**config.mk**
```make
export PLATFORM = sky130hd
export DESIGN_NAME = ppt_div
export DESIGN_NICKNAME = d
export VERILOG_FILES = /design/src/sv/ppt_pkg.sv /design/src/sv/ppt_div.sv
export SDC_FILE = /design/constraint.sdc
export NUM_CORES = 1
export LEC_CHECK = 0
export ABC_AREA = 1
export BUFFER_PORTS_ARGS = -buffer_cell sky130_fd_sc_hd__buf_2
export CAP_MARGIN = 20
export CORE_MARGIN = 2
export CORE_UTILIZATION = 57
export CTS_BUF_LIST = sky130_fd_sc_hd__clkbuf_8
export DETAILED_ROUTE_END_ITERATION = 6
export GPL_ROUTABILITY_DRIVEN = 0
export PLACE_DENSITY_LB_ADDON = 0.08
export SETUP_SLACK_MARGIN = 0.02
export SYNTH_ARGS = -nofsm -noshare
export SYNTH_HDL_FRONTEND = slang
export SYNTH_SLANG_ARGS = --single-unit
```
**constraint.sdc**
```tcl
create_clock -name clk_i -period 5.2 [get_ports clk_i]
set_clock_uncertainty 0.2 [all_clocks]
set_input_delay 0.52 -clock clk_i [delete_from_list [all_inputs] [get_ports clk_i]]
set_output_delay 0.52 -clock clk_i [all_outputs]
set_load 0.02 [all_outputs]
```
**src/sv/ppt_pkg.sv**
```systemverilog
// ----------------------------------------------------------------------------
// Position PnL table package
// Shared widths, codes, types and states of the position PnL table.
// ----------------------------------------------------------------------------
package ppt_pkg;

  localparam int NUM_USERS_DEF       = 16;
  localparam int NUM_SYMBOLS_DEF     = 16;
  localparam int PRICE_FRAC_BITS_DEF = 16;

  localparam int ID_W    = 4;
  localparam int PRICE_W = 32;
  localparam int QTY_W   = 24;
  localparam int NET_W   = 32;
  localparam int AVG_W   = 48;
  localparam int PNL_W   = 64;
  localparam int OPND_W  = 64;
  localparam int PROD_W  = 2 * OPND_W;
  localparam int DIVD_W  = AVG_W + NET_W + 2;
  localparam int DIVS_W  = NET_W + 1;
  localparam int IDX_CMP_W = 9;

  localparam logic [AVG_W-1:0] AVG_MAX = '1;

  localparam logic OP_FILL = 1'b0;
  localparam logic OP_MARK = 1'b1;

  typedef struct packed {
    logic             valid;
    logic [NET_W-1:0] qty;
    logic [AVG_W-1:0] avg;
    logic [PNL_W-1:0] booked;
  } ppt_entry_t;

  typedef struct packed {
    logic [ID_W-1:0]         user_id;
    logic signed [NET_W-1:0] net_qty;
    logic [AVG_W-1:0]        avg_price;
    logic signed [PNL_W-1:0] realized_pnl;
    logic signed [PNL_W-1:0] unrealized_pnl;
    logic                    overflow;
  } ppt_result_t;

  typedef struct packed {
    logic              start;
    logic [OPND_W-1:0] a;
    logic [OPND_W-1:0] b;
  } ppt_mul_req_t;

  typedef struct packed {
    logic              start;
    logic [DIVD_W-1:0] dividend;
    logic [DIVS_W-1:0] divisor;
  } ppt_div_req_t;

  typedef enum logic [3:0] {
    ST_CLEAR,
    ST_IDLE,
    ST_FILL_NEXT,
    ST_WALK,
    ST_EVAL,
    ST_AVG_M1,
    ST_AVG_M2,
    ST_DIV,
    ST_CLOSE,
    ST_OPEN_GO,
    ST_OPEN,
    ST_EMIT,
    ST_FLUSH
  } ppt_state_e;

endpackage

```
**src/sv/ppt_div.sv**
```systemverilog
// ----------------------------------------------------------------------------
// Sequential divider
// Restoring divide, one quotient bit per cycle.
// ----------------------------------------------------------------------------
module ppt_div import ppt_pkg::*; (
  input  logic              clk_i,
  input  logic              rst_ni,
  input  ppt_div_req_t      req_i,
  output logic              done_o,
  output logic [DIVD_W-1:0] quo_o
);

  localparam int CNT_W = $clog2(DIVD_W);

  logic              busy_q, done_q;
  logic [CNT_W-1:0]  cnt_q;
  logic [DIVD_W-1:0] quo_q;
  logic [DIVS_W-1:0] rem_q, dvs_q;
  logic [DIVS_W:0]   rem_sh, rem_n;
  logic              ge;

  always_comb begin
    rem_sh = {rem_q, quo_q[DIVD_W-1]};
    ge     = rem_sh >= {1'b0, dvs_q};
    rem_n  = ge ? rem_sh - {1'b0, dvs_q} : rem_sh;
  end

  always_ff @(posedge clk_i or negedge rst_ni) begin
    if (!rst_ni) begin
      busy_q <= 1'b0;
      done_q <= 1'b0;
      cnt_q  <= '0;
    end else begin
      done_q <= 1'b0;
      if (req_i.start) begin
        busy_q <= 1'b1;
        cnt_q  <= '0;
      end else if (busy_q) begin
        cnt_q <= cnt_q + CNT_W'(1);
        if (cnt_q == CNT_W'(DIVD_W - 1)) begin
          busy_q <= 1'b0;
          done_q <= 1'b1;
        end
      end
    end
  end

  always_ff @(posedge clk_i) begin
    if (req_i.start) begin
      quo_q <= req_i.dividend;
      dvs_q <= req_i.divisor;
      rem_q <= '0;
    end else if (busy_q) begin
      quo_q <= {quo_q[DIVD_W-2:0], ge};
      rem_q <= rem_n[DIVS_W-1:0];
    end
  end

  assign done_o = done_q;
  assign quo_o  = quo_q;

endmodule

```
==> results.tsv <==
metric	value	unit
synth_compound_area_frac	0.02736	
r2r-start	dvs_q[25]$_DFFE_PP_	
drcViolationCount	0	
final_core_util	0.6797	
grt.overflow.total	0	
switchingPower	1.773	mW
syn_nets	1387	
cts_root_buf	clkbuf_8	
io_pins	201	
status	finished, final reports clean	
wl_met1	10.08	mm
finalCriticalPeriod	3.034	ns
combPwrFrac	0.417	
hold_class	input pin to flop	
muxShareOfSynthArea	0	
core_area	15770	um2
track_usage	0.2753	
pwr-share-clk	0.204	
syn_area_per_cell	7.417	um2
vias	8225	
ys_warn_count	0	
grt_pass1_vias	7611	
start_util	0.5799	
critPathLaunchType	flop	
finalCritPeriodShare	0.5835	
ff2ff_path_depth	16	
ys_async_sr_fraction	0.05732	
synth_cell_types	32	
relSlewSlack	0.3745	
setup_viol	0	
drv_cap	0	
synth_common_cells	572 x nand2_1, 193 x inv_1, 115 x edfxtp_1	
p_leak	5.872	nW
p_int	2.597	mW
criticalPathCategory	flop to flop	
wl_met2	10.91	mm
cts_tree	built	
syn_area	9145	um2
synth_top_flop_cell	edfxtp_1	
synth_edf_count	115	
viasPerCell	4.961	
arrival	3.20	ns
end_kind	flop	
startpoint	dvs_q[25]$_DFFE_PP_	
crit_end	rem_q[18]$_SDFFE_PP0P_	
ff2ff_setup_slack	2.17	ns
drive_gt1_frac	0.1749	
antenna_found_initial	2	
grt_setup_unrepaired	no	
sequentialPowerShare	0.379	
critPathMaxFanout	32	
h-tree-depth	4	
nets	1582	
grt_max_degree	76	
hold_viol	0	
cts_buffers	17	
die_w	130.7	um
clkTransAtPathRegs	0.10	ns
routed_wl	23.14	mm
clockBufferDepth	2	
clock-sinks	157	
drt_first_pass_iters	6	
seq_area_frac_synth	0.4745	
synth-xor-area-share	0.01437	
place_hpwl	16.94	mm
dieArea	17070	um2
synthSimpleGateAreaFrac	0.3370	
yosys.area.top_type	edfxtp_1	
ant_nets	0	
synth_cells	1233	
cp.required	5.37	ns
std_cell_rows	46	
synth_top_family_by_area	simple AND/OR/NAND/NOR gates	
fp.dieH	130.7	um
area_delta_synth_final	17.21	%
swShare	0.4057	
routedWlPerCell	13.96	um
netlist_top_cells_area	edfxtp_1 38%, nand2_1 23%, inv_1 7.9%, dfxtp_1 7.2%, ha_1 4.8%	
yosysTopAreaCellShare	0.3776	
dr.max_layer_used	met5	
drv_slew	0	
yosysMostFrequentCell	nand2_1	
ys_ff_latch	157	
vdd_ir_drop_max	223.4	uV
clock_latency	0.46	ns
power.density	407.6	nW/um2
max_freq	0.3296	GHz
wl_met3	1.679	mm
tns	0	ns
grt_pass1_wl	36.45	mm
tightest_slew	0.9368	ns
synthAdderAreaFrac	0.05008	
drt_iter0_drc	541	
r2r_end	rem_q[18]$_SDFFE_PP0P_	
port_buffers	200	
-- cell families after synthesis --
| family | after synthesis |
|---|---|
| simple gates | 750 |
| buf+inv | 227 |
| flops | 157 |
| compound gates | 48 |
| fa+ha+maj | 36 |
| xor+xnor | 15 |
-- area by class of cell --
cell class,instances,area (um2)
timing repair buffer,209,1076
antenna,1,2.502
clock inverter,13,116.4
inverter,194,729.5
multi-input combinational,849,3924
sequential,157,4339
tap,216,270.3
clock buffer,19,261.5
fill,1411,5051
-- cell usage in the layout (no fill, tap or decap), drive strengths merged, types with 2 or more instances in the layout --
| cell | instances |
|---|---|
| xor2 | 2 |
| buf | 207 |
| o21ai | 21 |
| edfxtp | 115 |
| dlygate4sd3 | 2 |
| nand4 | 3 |
| a21oi | 22 |
| and2 | 6 |
| nand2 | 577 |
| xnor2 | 13 |
| clkbuf | 19 |
| dfrtp | 9 |
| nor3 | 10 |
| dfxtp | 33 |
| nand3 | 78 |
| nand3b | 21 |
| clkinv | 4 |
| ha | 35 |
| inv | 199 |
| nor2 | 55 |
| clkinvlp | 3 |
| o21bai | 2 |
-- stage by stage --
stage / setup WS (ns) / hold WS [ns] / cells / instance area (um2) / power, mW
after floorplan: 1.378 / 0.02441 / 1233 / 9145 / 3.040
after global placement: 2.314 / 0.1851 / 1623 / 10320 / 3.454
after detailed placement: 2.192 / 0.1817 / 1623 / 10320 / 3.476
after CTS: 2.172 / 0.004388 / 1656 / 10710 / 4.374
after global routing: 1.934 / 0.0007224 / 1657 / 10720 / 4.689
final: 2.166 / 0.02438 / 1658 / 10720 / 4.369
-- critical path: stages, from the launching register on --
cell and delay (ns):
edfxtp_1 0.34, inv_1 0.04, ha_1 0.36, nand2_1 0.10, nand2_1 0.08, inv_1 0.06, nand2_1 0.07, inv_1 0.06
nand2_1 0.06, nand2_1 0.07, nand3_2 0.08, nor2_4 0.46, buf_4 0.35, nand2_4 0.26, nand2_1 0.15, nand3_1 0.08
o21ai_1 0.10
-- power groups by stage --
stage | Sequential [mW] | Clock (mW) | Combinational (mW)
finish | 1.66 | 0.892 | 1.82
global route | 1.68 | 0.957 | 2.05
CTS | 1.65 | 0.908 | 1.81
detailed placement | 1.68 | 0 | 1.80
global placement | 1.68 | 0 | 1.78
floorplan | 1.73 | 0 | 1.31
-- how the worst min path moves through the flow --
stage,from,endpoint,slack [ns],depth (start not counted)
after global routing,req_i[21],dvs_q[21]$_DFFE_PP_,0.0007,1
final,req_i[21],dvs_q[21]$_DFFE_PP_,0.02,1
after floorplan,rst_ni,busy_q$_DFF_PN0_,0.02,0
after global placement,rst_ni,done_o$_DFF_PN0_,0.19,1
after CTS,req_i[21],dvs_q[21]$_DFFE_PP_,0.004,1
after detailed placement,rst_ni,busy_q$_DFF_PN0_,0.18,1
-- timing repair --
item	in CTS	in global routing
hold buffers	1	1
hold endpoints to repair	9	1
resized for setup	0	0
setup buffers	0	0
-- routing by layer --
metal | track usage | up-vias
met4 | 0.08636 | 2
li1 | - | 4217
met5 | 0 | -
met2 | 0.4519 | 236
met1 | 0.3552 | 3735
met3 | 0.07899 | 35
-- registers in the layout, summed over array words and instances, names as in the netlist --
signal / cells
done_o: 1
dvs_q: 33
quo_o: 82
busy_q: 1
cnt_q: 7
rem_q: 33
Power figures use the tool's default switching activity.
