--- src/sv/ppt_pkg.sv ---
// ----------------------------------------------------------------------------
// Position PnL table package
// Shared widths, codes, types and states of the position PnL table.
// ----------------------------------------------------------------------------
package ppt_pkg;

  localparam int NUM_USERS_DEF       = 16;
  localparam int NUM_SYMBOLS_DEF     = 16;
  localparam int PRICE_FRAC_BITS_DEF = 16;

  localparam int ID_W    = 4;
  localparam int PRICE_W = 32;
  localparam int QTY_W   = 24;
  localparam int NET_W   = 32;
  localparam int AVG_W   = 48;
  localparam int PNL_W   = 64;
  localparam int OPND_W  = 64;
  localparam int PROD_W  = 2 * OPND_W;
  localparam int DIVD_W  = AVG_W + NET_W + 2;
  localparam int DIVS_W  = NET_W + 1;
  localparam int IDX_CMP_W = 9;

  localparam logic [AVG_W-1:0] AVG_MAX = '1;

  localparam logic OP_FILL = 1'b0;
  localparam logic OP_MARK = 1'b1;

  typedef struct packed {
    logic             valid;
    logic [NET_W-1:0] qty;
    logic [AVG_W-1:0] avg;
    logic [PNL_W-1:0] booked;
  } ppt_entry_t;

  typedef struct packed {
    logic [ID_W-1:0]         user_id;
    logic signed [NET_W-1:0] net_qty;
    logic [AVG_W-1:0]        avg_price;
    logic signed [PNL_W-1:0] realized_pnl;
    logic signed [PNL_W-1:0] unrealized_pnl;
    logic                    overflow;
  } ppt_result_t;

  typedef struct packed {
    logic              start;
    logic [OPND_W-1:0] a;
    logic [OPND_W-1:0] b;
  } ppt_mul_req_t;

  typedef struct packed {
    logic              start;
    logic [DIVD_W-1:0] dividend;
    logic [DIVS_W-1:0] divisor;
  } ppt_div_req_t;

  typedef enum logic [3:0] {
    ST_CLEAR,
    ST_IDLE,
    ST_FILL_NEXT,
    ST_WALK,
    ST_EVAL,
    ST_AVG_M1,
    ST_AVG_M2,
    ST_DIV,
    ST_CLOSE,
    ST_OPEN_GO,
    ST_OPEN,
    ST_EMIT,
    ST_FLUSH
  } ppt_state_e;

endpackage

--- src/sv/ppt_mul.sv ---
// ----------------------------------------------------------------------------
// Sequential multiplier
// 64x64 -> 128 product from four registered 32x32 partial products.
// ----------------------------------------------------------------------------
module ppt_mul import ppt_pkg::*; (
  input  logic              clk_i,
  input  logic              rst_ni,
  input  ppt_mul_req_t      req_i,
  output logic              done_o,
  output logic [PROD_W-1:0] prod_o
);

  localparam int HALF_W = OPND_W / 2;

  logic                busy_q;
  logic [2:0]          cnt_q;
  logic                pp_vld_q;
  logic [OPND_W-1:0]   a_q, b_q;
  logic [OPND_W-1:0]   pp_q, pp_d;
  logic [1:0]          sh_q, sh_d;
  logic [PROD_W-1:0]   acc_q, pp_sh;
  logic [HALF_W-1:0]   a_sel, b_sel;

  always_comb begin
    a_sel = cnt_q[1] ? a_q[OPND_W-1:HALF_W] : a_q[HALF_W-1:0];
    b_sel = cnt_q[0] ? b_q[OPND_W-1:HALF_W] : b_q[HALF_W-1:0];
    pp_d  = OPND_W'(a_sel) * OPND_W'(b_sel);
    sh_d  = 2'(cnt_q[1]) + 2'(cnt_q[0]);
    case (sh_q)
      2'd0:    pp_sh = {{OPND_W{1'b0}}, pp_q};
      2'd1:    pp_sh = {{HALF_W{1'b0}}, pp_q, {HALF_W{1'b0}}};
      default: pp_sh = {pp_q, {OPND_W{1'b0}}};
    endcase
  end

  always_ff @(posedge clk_i or negedge rst_ni) begin
    if (!rst_ni) begin
      busy_q   <= 1'b0;
      cnt_q    <= '0;
      pp_vld_q <= 1'b0;
    end else if (req_i.start) begin
      busy_q   <= 1'b1;
      cnt_q    <= '0;
      pp_vld_q <= 1'b0;
    end else if (busy_q) begin
      cnt_q    <= cnt_q + 3'd1;
      pp_vld_q <= (cnt_q < 3'd4);
      if (cnt_q == 3'd5) begin
        busy_q <= 1'b0;
      end
    end
  end

  always_ff @(posedge clk_i) begin
    if (req_i.start) begin
      a_q   <= req_i.a;
      b_q   <= req_i.b;
      acc_q <= '0;
    end else if (busy_q) begin
      if (cnt_q < 3'd4) begin
        pp_q <= pp_d;
        sh_q <= sh_d;
      end
      if (pp_vld_q) begin
        acc_q <= acc_q + pp_sh;
      end
    end
  end

  assign done_o = busy_q && (cnt_q == 3'd5);
  assign prod_o = acc_q;

endmodule

--- config.mk ---
export PLATFORM = sky130hd
export DESIGN_NAME = ppt_mul
export DESIGN_NICKNAME = d
export VERILOG_FILES = /design/src/sv/ppt_pkg.sv /design/src/sv/ppt_mul.sv
export SDC_FILE = /design/constraint.sdc
export NUM_CORES = 2
export LEC_CHECK = 0
export BUFFER_PORTS_ARGS = -buffer_cell sky130_fd_sc_hd__buf_2
export CAP_MARGIN = 20
export CORE_ASPECT_RATIO = 0.6
export CORE_MARGIN = 3
export CORE_UTILIZATION = 50
export CTS_CLUSTER_SIZE = 10
export DETAILED_ROUTE_END_ITERATION = 10
export PLACE_DENSITY = 0.65
export SYNTH_ARGS = -nofsm -noshare
export SYNTH_HDL_FRONTEND = slang
export SYNTH_SLANG_ARGS = --single-unit
--- constraint.sdc ---
create_clock -name clk_i -period 20.8 [get_ports clk_i]
set_clock_uncertainty 0.05 [all_clocks]
set_input_delay 3.12 -clock clk_i [delete_from_list [all_inputs] [get_ports clk_i]]
set_output_delay 3.12 -clock clk_i [all_outputs]
set_load 0.1 [all_outputs]
==> reports/results.ini <==
[synth]
syn_nets=7538
netlist_instances=6118
synth_area_um2=53400
synth_top_cell_area_share_pct=33.6
synth.top_cells.by_area=fa_1 (34%), edfxtp_1 (11%), ha_1 (9.2%), inv_1 (6.7%), nand2_1 (6.2%)
ys.flop_type=edfxtp_1
async_reset_ff_share_pct=1.53
yosysWarnings=0
avgSynthCellArea_um2=8.73
synth-edff-count=194
synth-seq-cells=327
seq_area_frac_synth_pct=15.9
synth_top_cell_by_area=fa_1
synth.distinct_cells=86

[route]
antenna_left=0
finalWirelength_um=196000
viasPerCell=5.93
num_vias=45200
drt_iter0_drc=5357
drt_pass1_iterations=6
drc=0
wl_per_cell_um=25.7

[cts]
root_buffer=clkbuf_16
cts_tree=done
cts_sinks=327
cts_buffers=41
clk_path_buf_depth=3
cts_resized=0
hold_buffers=0
htree_levels=2
clk-insertion-delay-late_ps=610
postCtsSetupRepairBufs=0
clk_pin_slew_ps=70

[sta]
tightest_slew_ps=1100
max_freq_mhz=99.2
setup_viol=0
final-max-slew-violation-count=0
rsz0062_at_grt=false
timing.final.crit_share_pct=48.5
relSlewSlack_pct=26.1
final-hold-violation-count=0
period_needed_ps=10080
finalSetupTns_ps=0

[job]
max_cap_violations=0

[floorplan]
rows=92
initial_utilization_pct=50.6
ioPinCount=260
dieArea_um2=111000
die_x_um=428
core_um2=105000
dieHeight_um=259

[final_layout]
multi_input_area_um2=40100
drive_gt1_share_pct=8.64
nets=7607
fill_cells=9868
final_cells=7631
seq_area_um2=8520
areaGrowthSynthToFinish_pct=7.27

[critical_path]
criticalPathCategory=reg -> reg
required_ps=21130
crit_fanout=41
cpMostUsedCell=fa_1
cp-start-kind=register
critical_path.max_stage_delay_ps=720
crit_slowest_cell=dfrtp_4
crit_path_end_kind=register
crit_arrival_ps=10410

[global_routing]
grt_max_degree=88
grt_antenna_before_repair=16
first_global_vias=43300
grt_pass1_wl_um=285000
grt_usage_pct=34.9
overflow=0

[status]
status=finished, final reports clean

[min_path]
min-delay-path-class=reg -> reg

[place]
dp_cells=7547
place_hpwl_um=161000
place_congestion=1.07
port_buffers=259

-- cell type report --
type,instances,share of cell area (%)
Inverter,948,6.21
Clock inverter,7,0.162
Multi-Input combinational cell,4516,70.1
Antenna cell,8,0.0349
Sequential cell,327,14.9
Timing Repair Buffer,353,3.53
Clock buffer,62,2.04
Tap cell,1410,3.08
-- routing by layer --
| layer | vias up | part of all wire (%) | global-route usage (%) |
|---|---|---|---|
| met2 | 2823 | 37 | 44.0 |
| met1 | 22500 | 43 | 51.4 |
| met3 | 338 | 17 | 18.3 |
| li1 | 19600 | - | - |
| met5 | - | 0.35 | 3.15 |
| met4 | 16 | 2.7 | 8.05 |
-- per-stage QoR --
step	utilization [%]	instance area [um2]	hold WS, ps	setup slack (ps)
5_1_grt	54.3	57300	449	10380
6_report	54.3	57300	428	10720
2_1_floorplan	-	53400	476	11830
3_3_place_gp	53.0	55900	409	11020
3_5_place_dp	53.1	55900	418	10910
4_1_cts	54.2	57200	429	10940
-- cell usage in the layout, fill, tap and decap left out, drive strengths merged, types with 9 or more instances in the layout --
| cell | instances |
|---|---|
| a211oi | 19 |
| nand4 | 85 |
| ha | 392 |
| edfxtp | 194 |
| nor2b | 21 |
| o21bai | 52 |
| mux2i | 97 |
| fa | 897 |
| dfxtp | 128 |
| o31ai | 21 |
| o21ai | 218 |
| buf | 347 |
| and3 | 22 |
| nor2 | 760 |
| nor3 | 29 |
| nor4 | 12 |
| o21a | 23 |
| clkbuf | 68 |
| o211ai | 14 |
| a21boi | 9 |
| mux2 | 65 |
| nand2b | 14 |
| xnor2 | 109 |
| xor2 | 64 |
| or3 | 17 |
| a21oi | 351 |
| and2 | 66 |
| nand3 | 37 |
| inv | 949 |
| a21o | 121 |
| nand2 | 880 |
| a31oi | 27 |
-- worst paths after layout --
kind	start	to	slack [ps]	depth (start not counted)
max reg2reg	cnt_q[1]	pp_q[62]	10720	26
min reg2reg	prod_o[27]	prod_o[27]	430	2
max in group asynchronous	rst_ni	cnt_q[1]	18230	1
min	prod_o[27]	prod_o[27]	430	2
min in group asynchronous	rst_ni	pp_vld_q	2280	1
max	cnt_q[1]	pp_q[62]	10720	26
-- cells in the mapped netlist, types with 9 or more instances --
cell type / number
a211oi_1: 18
a21boi_0: 9
a21o_1: 118
a21oi_1: 351
a31oi_1: 27
and2_1: 66
and3_1: 21
buf_1: 25
clkbuf_1: 277
clkbuf_8: 10
dfxtp_1: 128
edfxtp_1: 194
fa_1: 897
ha_1: 392
inv_1: 948
mux2_1: 10
mux2_2: 55
mux2i_1: 97
nand2_1: 880
nand2b_1: 14
nand3_1: 37
nand4_1: 85
nor2_1: 760
nor2b_1: 21
nor3_1: 27
nor4_1: 11
o211ai_1: 14
o21a_1: 23
o21ai_0: 213
o21bai_1: 51
o31ai_1: 20
or3_1: 17
xnor2_1: 109
xor2_1: 64
-- registers in the layout (all words and copies together) (netlist names) --
register and flops:
pp_vld_q 1, sh_q 2, cnt_q 3, b_q 64
busy_q 1, prod_o 128, pp_q 64, a_q 64
-- worst max-delay path: cells and delay by family (launching register included) --
kind	cells	cell delay [ps]
DFF	1	720
and+or+nand+nor	4	720
AOI/OAI and AO/OA	7	2360
buffers and inverters	4	1130
adders and majority gates	9	4410
muxes	1	270
xor gates and xnor gates	1	90
-- cells by family (layout without fill, tap and decap cells) --
kind of cell | Yosys count | count (layout) | share of synthesized area (%)
AND/OR/NAND/NOR | 1972 | 1972 | 15.4
multiplexers | 162 | 162 | 3.19
flip-flops | 327 | 327 | 15.9
adder cells (fa/ha/maj) | 1289 | 1289 | 42.8
AO/OA/AOI/OAI | 920 | 920 | 10.6
XOR/XNOR | 173 | 173 | 2.84
buffers and inverters | 1275 | 1370 | 9.24
other | 0 | 8 | 0
Power is not shown: default switching activity piles up to over one toggle a cycle in this logic, so the estimate is an artifact.
